===== config.mk =====
export PLATFORM = sky130hd
export DESIGN_NAME = lfu_cell
export DESIGN_NICKNAME = d
export VERILOG_FILES = /design/src/rtl/lfu_pkg.sv /design/src/rtl/lfu_cell.sv
export SDC_FILE = /design/constraint.sdc
export NUM_CORES = 1
export LEC_CHECK = 0
export ABC_AREA = 1
export BUFFER_PORTS_ARGS = -buffer_cell sky130_fd_sc_hd__buf_4
export CORE_AREA = 2 2 130 132
export CTS_BUF_LIST = sky130_fd_sc_hd__clkbuf_4
export CTS_CLUSTER_SIZE = 28
export DETAILED_ROUTE_END_ITERATION = 7
export DIE_AREA = 0 0 132 134
export GPL_TIMING_DRIVEN = 0
export PLACE_DENSITY = 0.72
export SYNTH_ARGS = -nofsm -noshare
export SYNTH_HDL_FRONTEND = slang
export SYNTH_SLANG_ARGS = --single-unit

===== constraint.sdc =====
create_clock -name clk -period 2 [get_ports clk]
set_clock_uncertainty 0.05 [all_clocks]
set_input_delay 0.1 -clock clk [delete_from_list [all_inputs] [get_ports clk]]
set_output_delay 0.1 -clock clk [all_outputs]
set_load 0.005 [all_outputs]

===== src/rtl/lfu_pkg.sv =====
package lfu_pkg;

  localparam int OPCODE_W = 2;
  localparam int FIELD_W  = 16;
  localparam int CFG_W    = 7;

  localparam int CAPACITY_DEF = 64;
  localparam int ID_BITS_DEF  = 16;
  localparam int USE_BITS_DEF = 16;

  localparam logic [CFG_W-1:0] CAP_RESET = CFG_W'(64);
  localparam logic [CFG_W-1:0] CAP_MIN   = CFG_W'(1);

  localparam logic [OPCODE_W-1:0] OP_READ  = 2'd0;
  localparam logic [OPCODE_W-1:0] OP_WRITE = 2'd1;
  localparam logic [OPCODE_W-1:0] OP_FIND  = 2'd2;

  typedef enum logic [1:0] {
    ST_IDLE,
    ST_START,
    ST_SCAN,
    ST_FINISH
  } state_t;

  // flags of the scan token that walks the cell row
  typedef struct packed {
    logic active;
    logic found;
    logic have;
  } tok_flags_t;

  // table update broadcast to every cell
  typedef struct packed {
    logic en;
    logic evict;
  } commit_t;

endpackage


===== src/rtl/lfu_cell.sv =====
module lfu_cell #(
  parameter int CAPACITY = lfu_pkg::CAPACITY_DEF,
  parameter int ID_BITS  = lfu_pkg::ID_BITS_DEF,
  parameter int USE_BITS = lfu_pkg::USE_BITS_DEF,
  parameter int INDEX    = 0,
  localparam int IDX_W   = $clog2(CAPACITY),
  localparam int OCC_W   = $clog2(CAPACITY + 1)
) (
  input  logic                    clk,
  input  logic                    rst,
  input  logic [OCC_W-1:0]        occ,
  input  logic                    is_read,
  input  logic [ID_BITS-1:0]      key_file,
  input  logic [ID_BITS-1:0]      key_seg,
  input  lfu_pkg::commit_t        cmd,
  input  logic [IDX_W-1:0]        victim_idx,
  input  logic [IDX_W-1:0]        append_idx,
  input  logic [ID_BITS-1:0]      nb_file,
  input  logic [ID_BITS-1:0]      nb_seg,
  input  logic [USE_BITS-1:0]     nb_uses,
  output logic [ID_BITS-1:0]      ent_file,
  output logic [ID_BITS-1:0]      ent_seg,
  output logic [USE_BITS-1:0]     ent_uses,
  input  lfu_pkg::tok_flags_t     tin,
  input  logic [USE_BITS-1:0]     tin_uses,
  input  logic [IDX_W-1:0]        tin_idx,
  input  logic [ID_BITS-1:0]      tin_file,
  input  logic [ID_BITS-1:0]      tin_seg,
  output lfu_pkg::tok_flags_t     tout,
  output logic [USE_BITS-1:0]     tout_uses,
  output logic [IDX_W-1:0]        tout_idx,
  output logic [ID_BITS-1:0]      tout_file,
  output logic [ID_BITS-1:0]      tout_seg
);

  localparam logic [IDX_W-1:0] MY_IDX = IDX_W'(INDEX);
  localparam logic [OCC_W-1:0] MY_POS = OCC_W'(INDEX);

  logic live;
  logic match;
  logic take_min;
  logic bump;

  assign live     = MY_POS < occ;
  assign match    = live && (ent_file == key_file) && (ent_seg == key_seg);
  assign take_min = live && (!tin.have || (ent_uses < tin_uses));
  // only the oldest matching entry counts the read
  assign bump     = tin.active && is_read && match && !tin.found && (ent_uses != '1);

  always_ff @(posedge clk) begin
    priority if (cmd.en && (MY_IDX == append_idx)) begin
      ent_file <= key_file;
      ent_seg  <= key_seg;
      ent_uses <= USE_BITS'(1);
    end else if (cmd.en && cmd.evict && (MY_IDX >= victim_idx) && (MY_IDX < append_idx)) begin
      ent_file <= nb_file;
      ent_seg  <= nb_seg;
      ent_uses <= nb_uses;
    end else if (bump) begin
      ent_uses <= ent_uses + USE_BITS'(1);
    end
  end

  always_ff @(posedge clk) begin
    if (rst) begin
      tout <= '0;
    end else begin
      tout.active <= tin.active;
      tout.found  <= tin.found | match;
      tout.have   <= tin.have | live;
    end
  end

  always_ff @(posedge clk) begin
    if (take_min) begin
      tout_uses <= ent_uses;
      tout_idx  <= MY_IDX;
      tout_file <= ent_file;
      tout_seg  <= ent_seg;
    end else begin
      tout_uses <= tin_uses;
      tout_idx  <= tin_idx;
      tout_file <= tin_file;
      tout_seg  <= tin_seg;
    end
  end

endmodule


==> metrics, run 1 <==
DR vias 7236; Mapped Nets 966; Global Route Usage Sum 0.2532; failing checks setup timing; Finished Core Util 0.6327; Hold WC Path Type primary input to flop; TritonCTS clock tree yes; CTS clk-pin slew, worst paths 0.17 ns; worst r2r src ent_uses[13]$_SDFFE_PP0P_; fmax 477.8 MHz; status complete, but fails checks; Initial DRC Count 522; worst-skew pair later-pin latency 0.50 ns; Crit. End Element flop; die area 0.01769 mm^2; worst-path fanout max 6; Slew Limit Headroom 0.4441; GRT Residual Overflow 0; dpl ws -0.5587 ns; Slew Viols, Final 0; Setup WS post-layout -0.09298 ns; register area 0.002461 mm^2; vias in the first global route 6702; dpl hpwl 15.55 mm; post-synth top area cell dfxtp_1; synth top area cells dfxtp_1 26%, nand2_1 17%, edfxtp_1 17%; capturing point of the worst reg2reg path tout_file[12]$_DFF_P_; nets 1409; Tcrit/Tclk final 1.046; Leak 5.202 nW; TritonRoute pass-1 iters 5; Critical Path RT 2.38 ns; Yosys reg bits 105; CP Class flop to flop; io pins 266; commonest non-fill, non-tap cell in the layout buf_4; placed inst area 0.007858 mm^2; Final Hold Viols 0; RSZ-0062 raised after global routing true; Die Y 134 um; # DRC 0; routability cong. 0.9082; core area 0.01629 mm^2; hold slack final 0.1412 ns; Global Route met1 Usage 0.3133; Multi-input gate area 0.003017 mm^2; initial antenna violation count 1; P per Cell Area 670.0 mW/mm^2; FF-to-FF path depth 9; sequential-to-total area share from yosys stat 0.4333; Via density 4.963; Warnings, synthesis 0; reg2reg setup slack -0.09 ns; Power Total 6.905 mW; Port Buffers 265; Max-Cap Viols 0; worst setup path endpoint tout_file[12]$_DFF_P_; Mapped Area 0.005590 mm^2; Root Buffer Master clkbuf_4; crit path time final 2.093 ns; placed cells 1274; post-route ant nets 0; Die W 132 um; CTS buffer count 9; fillcell total 1302; VDD IR-drop max 0.0004344 V; Slew @ Worst Pin 0.8319 ns; GR Util met3 0.04724; most used routing layer met2; Design Area, Final 0.01031 mm^2; critical path launch point type flop; Area Growth Syn to Fin 84.35%; Max Buffers Root-to-Sink 2; Worst Setup SP ent_uses[13]$_SDFFE_PP0P_; Post-Syn Instances 789; GR Util met2 0.4268; Distinct cells, synth 34; Setup violations, final 54; Rows 47; Post-Route WL 25.05 mm; clk sinks 105; layout cells sized above 1 0.3597; routed len/inst 17.18 um; most frequent cells in the layout 279 x buf_4, 213 x nand2_1, 140 x dlygate4sd3_1, 106 x inv_1, 76 x nor2_1; first-pass GRT wire length 34.82 mm; initial core utilization 0.3432; CP arrival 2.47 ns; largest net degree at the start of global routing 33; setup TNS -2.117 ns; top-area cell type share of the netlist area 0.2614; post-route insts no fill 1458; syn avg cell area 7.085 um^2; H-tree depth 3; Worst Hold Depth 6
## report_power, final
part | internal [mW] | switching (mW) | leakage [nW] | total [mW]
Clock | 0.527 | 0.800 | 0.0845 | 1.33
Combinational | 1.50 | 1.33 | 4.22 | 2.83
Sequential | 2.53 | 0.219 | 0.903 | 2.75
Total | 4.56 | 2.35 | 5.20 | 6.90
## routing by layer
layer  share of wire  vias to the layer above
met5               0                        -
met4           0.045                        0
met3           0.072                       93
met2            0.49                      402
met1            0.40                     3373
li1                -                     3368
## cells in the mapped netlist
cell / n
dfxtp_1: 73
nand2_1: 260
and3_1: 1
nor2_2: 2
nand2_2: 7
a211oi_1: 1
nand3_2: 2
nand3_1: 29
mux2_2: 6
nor3_1: 7
buf_6: 3
ha_1: 16
nand4_4: 1
inv_1: 108
nor2_4: 3
o21ai_1: 1
nand4_1: 6
xnor2_1: 2
xor2_1: 12
a21oi_1: 22
clkbuf_2: 3
clkbuf_1: 6
inv_2: 3
o21a_1: 1
nor4_2: 1
o21ai_0: 84
and2_0: 2
buf_2: 11
buf_1: 2
buf_4: 1
edfxtp_1: 32
or2_2: 1
nor2_1: 79
nor3_2: 1
## how the worst min path moves through the flow
stage,start,endpoint
final,victim_idx[5],ent_uses[5]$_SDFFE_PP0P_
after global routing,victim_idx[5],ent_uses[5]$_SDFFE_PP0P_
after CTS,victim_idx[5],ent_uses[9]$_SDFFE_PP0P_
after detailed placement,rst,tout[2]$_SDFF_PP0_
after global placement,rst,tout[0]$_SDFF_PP0_
after floorplan,rst,tout[0]$_SDFF_PP0_
## registers in the layout (all words and copies together) (netlist names)
signal / cells
ent_seg: 16
tout_file: 16
ent_uses: 16
ent_file: 16
tout_idx: 6
tout: 3
tout_uses: 16
tout_seg: 16
## critical path: stages, from the launching register on
cell       delay (ns)
dfxtp_1          0.53
ha_1             0.30
a21oi_1          0.12
o21ai_0          0.12
a21oi_2          0.18
nand2_4          0.10
nand2_8          0.15
nand2_4          0.11
clkbuf_16        0.22
o21ai_0          0.17
## logic make-up after synthesis
family                   Yosys count  share of synthesized area
buffers and inverters            137                    0.09982
flip-flops                       105                     0.4333
adder cells (fa/ha/maj)           16                    0.03581
AO/OA/AOI/OAI                    109                    0.09848
XOR/XNOR                          14                    0.02193
multiplexers                       6                    0.01209
AND/OR/NAND/NOR                  402                     0.2986
## layout make-up
cell class | count | share of cell area
antenna | 1 | 0.0002428
buffer | 26 | 0.02586
clock buffer | 10 | 0.007284
clock inverter | 6 | 0.008862
inverter | 111 | 0.04067
multi-input combinational | 550 | 0.2927
sequential | 105 | 0.2388
tap | 220 | 0.02671
timing repair buffer | 429 | 0.3589
## timing repair
item / 4_1_cts / 5_1_grt
pin swaps: 1 / 13
setup buffers: 3 / 10
hold buffers: 140 / 0
gates cloned: 6 / 8
hold endpoints to repair: 105 / 0
endpoints found under the setup margin: 78 / 71
resized for setup: 57 / 138
(Power assumes the default switching activity.)
==> inputs of run 2 (changes only) <==
==> constraint.sdc (replaced) <==
create_clock -name clk -period 2 [get_ports clk]
set_clock_uncertainty 0.05 [all_clocks]
set_input_delay 0.3 -clock clk [delete_from_list [all_inputs] [get_ports clk]]
set_output_delay 0.3 -clock clk [all_outputs]
set_load 0.005 [all_outputs]
==> metrics, run 2 (synthesis results as in run 1) <==
initial antenna violation count 1 (unchanged); CP Class primary input to flop (was flop to flop); RSZ-0062 raised after global routing true (unchanged); H-tree depth 3 (unchanged); most frequent cells in the layout 283 x buf_4, 246 x nand2_1, 106 x inv_1, 78 x nor2_1, 70 x dlygate4sd3_1 (was 279 x buf_4, 213 x nand2_1, 140 x dlygate4sd3_1, 106 x inv_1, 76 x nor2_1); DR vias 6607 (was 7236); Max-Cap Viols 0 (unchanged); Hold WC Path Type primary input to flop (unchanged); # DRC 0 (unchanged); routability cong. 0.9127 (was 0.9082); setup TNS -1.086 ns (was -2.117 ns); Die Y 134 um (unchanged); initial core utilization 0.3432 (unchanged); Power Total 6.365 mW (was 6.905 mW); core area 0.01629 mm^2 (unchanged); Initial DRC Count 457 (was 522); routed len/inst 16.21 um (was 17.18 um); critical path launch point type primary input (was flop); TritonCTS clock tree yes (unchanged); post-route ant nets 0 (unchanged); status complete, but fails checks (unchanged); Leak 4.820 nW (was 5.202 nW); Die W 132 um (unchanged); Setup WS post-layout -0.1067 ns (was -0.09298 ns); nets 1341 (was 1409); Port Buffers 265 (unchanged); Area Growth Syn to Fin 68.51% (was 84.35%); P per Cell Area 675.7 mW/mm^2 (was 670.0 mW/mm^2); GRT Residual Overflow 0 (unchanged); failing checks setup timing (unchanged); Slew Limit Headroom 0.5633 (was 0.4441); io pins 266 (unchanged); crit path time final 2.107 ns (was 2.093 ns); fmax 474.7 MHz (was 477.8 MHz); die area 0.01769 mm^2 (unchanged); dpl ws -0.6852 ns (was -0.5587 ns); Rows 47 (unchanged); Slew Viols, Final 0 (unchanged); layout cells sized above 1 0.3516 (was 0.3597); CTS clk-pin slew, worst paths 0.18 ns (was 0.17 ns); dpl hpwl 15.54 mm (was 15.55 mm); TritonRoute pass-1 iters 5 (unchanged); Root Buffer Master clkbuf_4 (unchanged); Tcrit/Tclk final 1.053 (was 1.046); Slew @ Worst Pin 0.6550 ns (was 0.8319 ns); CP arrival 2.40 ns (was 2.47 ns); VDD IR-drop max 0.0004291 V (was 0.0004344 V); Critical Path RT 2.29 ns (was 2.38 ns); Crit. End Element flop (unchanged); Setup violations, final 45 (was 54); vias in the first global route 6255 (was 6702); largest net degree at the start of global routing 33 (unchanged); Final Hold Viols 0 (unchanged); Max Buffers Root-to-Sink 2 (unchanged); clk sinks 105 (unchanged); commonest non-fill, non-tap cell in the layout buf_4 (unchanged); Global Route Usage Sum 0.2430 (was 0.2532); worst-path fanout max 10 (was 6); first-pass GRT wire length 33.13 mm (was 34.82 mm); worst-skew pair later-pin latency 0.49 ns (was 0.50 ns); Post-Route WL 22.54 mm (was 25.05 mm); Via density 4.753 (was 4.963); CTS buffer count 9 (unchanged)
-- run 2: changes by cell type in the layout (fill, tap and decap cells not counted), moves of 4 or more --
cell,change
nand3_1,-4
ha_4,+5
nand2_4,-9
clkbuf_16,-4
buf_4,+4
nand2_2,-24
ha_1,-5
nand2_1,+33
dlygate4sd3_1,-70
o21ai_0,+11
nand3_2,+4
o21ai_2,-9
-- run 2: per-layer routing --
metal	GRT usage	vias up	part of all wire
met1	0.2992	2989	0.40
li1	-	3225	-
met2	0.4144	324	0.48
met3	0.03817	69	0.072
met5	0	-	0
met4	0.1214	0	0.045
-- run 2: repair_timing --
action                                  CTS  global route
pin swaps                                 3            11
endpoints found under the hold margin    72             0
endpoints found under the setup margin   86            70
resized for setup                        68            69
buffers inserted                          4            14
cloned                                    7             2
hold buffers                             72             0
-- run 2: cell type report --
| type | count | area, um^2 |
|---|---|---|
| Sequential cell | 105 | 2457 |
| Tap cell | 220 | 275.3 |
| Buffer | 26 | 270.3 |
| Clock buffer | 11 | 82.58 |
| Antenna cell | 1 | 2.502 |
| Clock inverter | 5 | 30.03 |
| Fill cell | 1424 | 6869 |
| Inverter | 111 | 421.7 |
| Timing Repair Buffer | 363 | 2988 |
| Multi-Input combinational cell | 548 | 2893 |
-- run 2: where the power goes --
group / internal (mW) / switching [mW] / leakage, nW / total, mW
clock: 0.281 / 0.755 / 0.0647 / 1.04
combinational: 1.39 / 1.20 / 3.85 / 2.59
sequential: 2.53 / 0.213 / 0.902 / 2.74
-- run 2: critical path, stage by stage --
cell and delay (ns):
dlygate4sd3_1 0.54, buf_4 0.14, inv_1 0.09, ha_4 0.21
a21oi_2 0.12, o21ai_0 0.12, a21oi_2 0.15, nand2_2 0.08
nand2_4 0.13, nand2_8 0.15, buf_6 0.21, nand2_1 0.06
o21ai_0 0.09
-- run 2: final timing paths --
kind,start,endpoint,slack [ns],depth (start not counted)
min,nb_file[6],ent_file[6]$_DFFE_PP_,0.05,3
min reg2reg,ent_seg[3]$_DFFE_PP_,tout_seg[3]$_DFF_P_,0.49,2
max,tin_uses[13],tout_uses[13]$_DFF_P_,-0.11,13
max reg2reg,ent_uses[5]$_SDFFE_PP0P_,tout_uses[13]$_DFF_P_,-0.05,12
-- run 2: through the flow --
stage                     std cells  hold WS, ns  area (um^2)  utilization
after floorplan                 789       0.3224         5593            -
after global placement         1274       0.4353         7858       0.4824
after detailed placement       1274       0.4347         7858       0.4824
after CTS                      1373    0.0002695         9071       0.5569
after global routing           1390     0.009240         9420       0.5783
final                          1390      0.04924         9420       0.5783
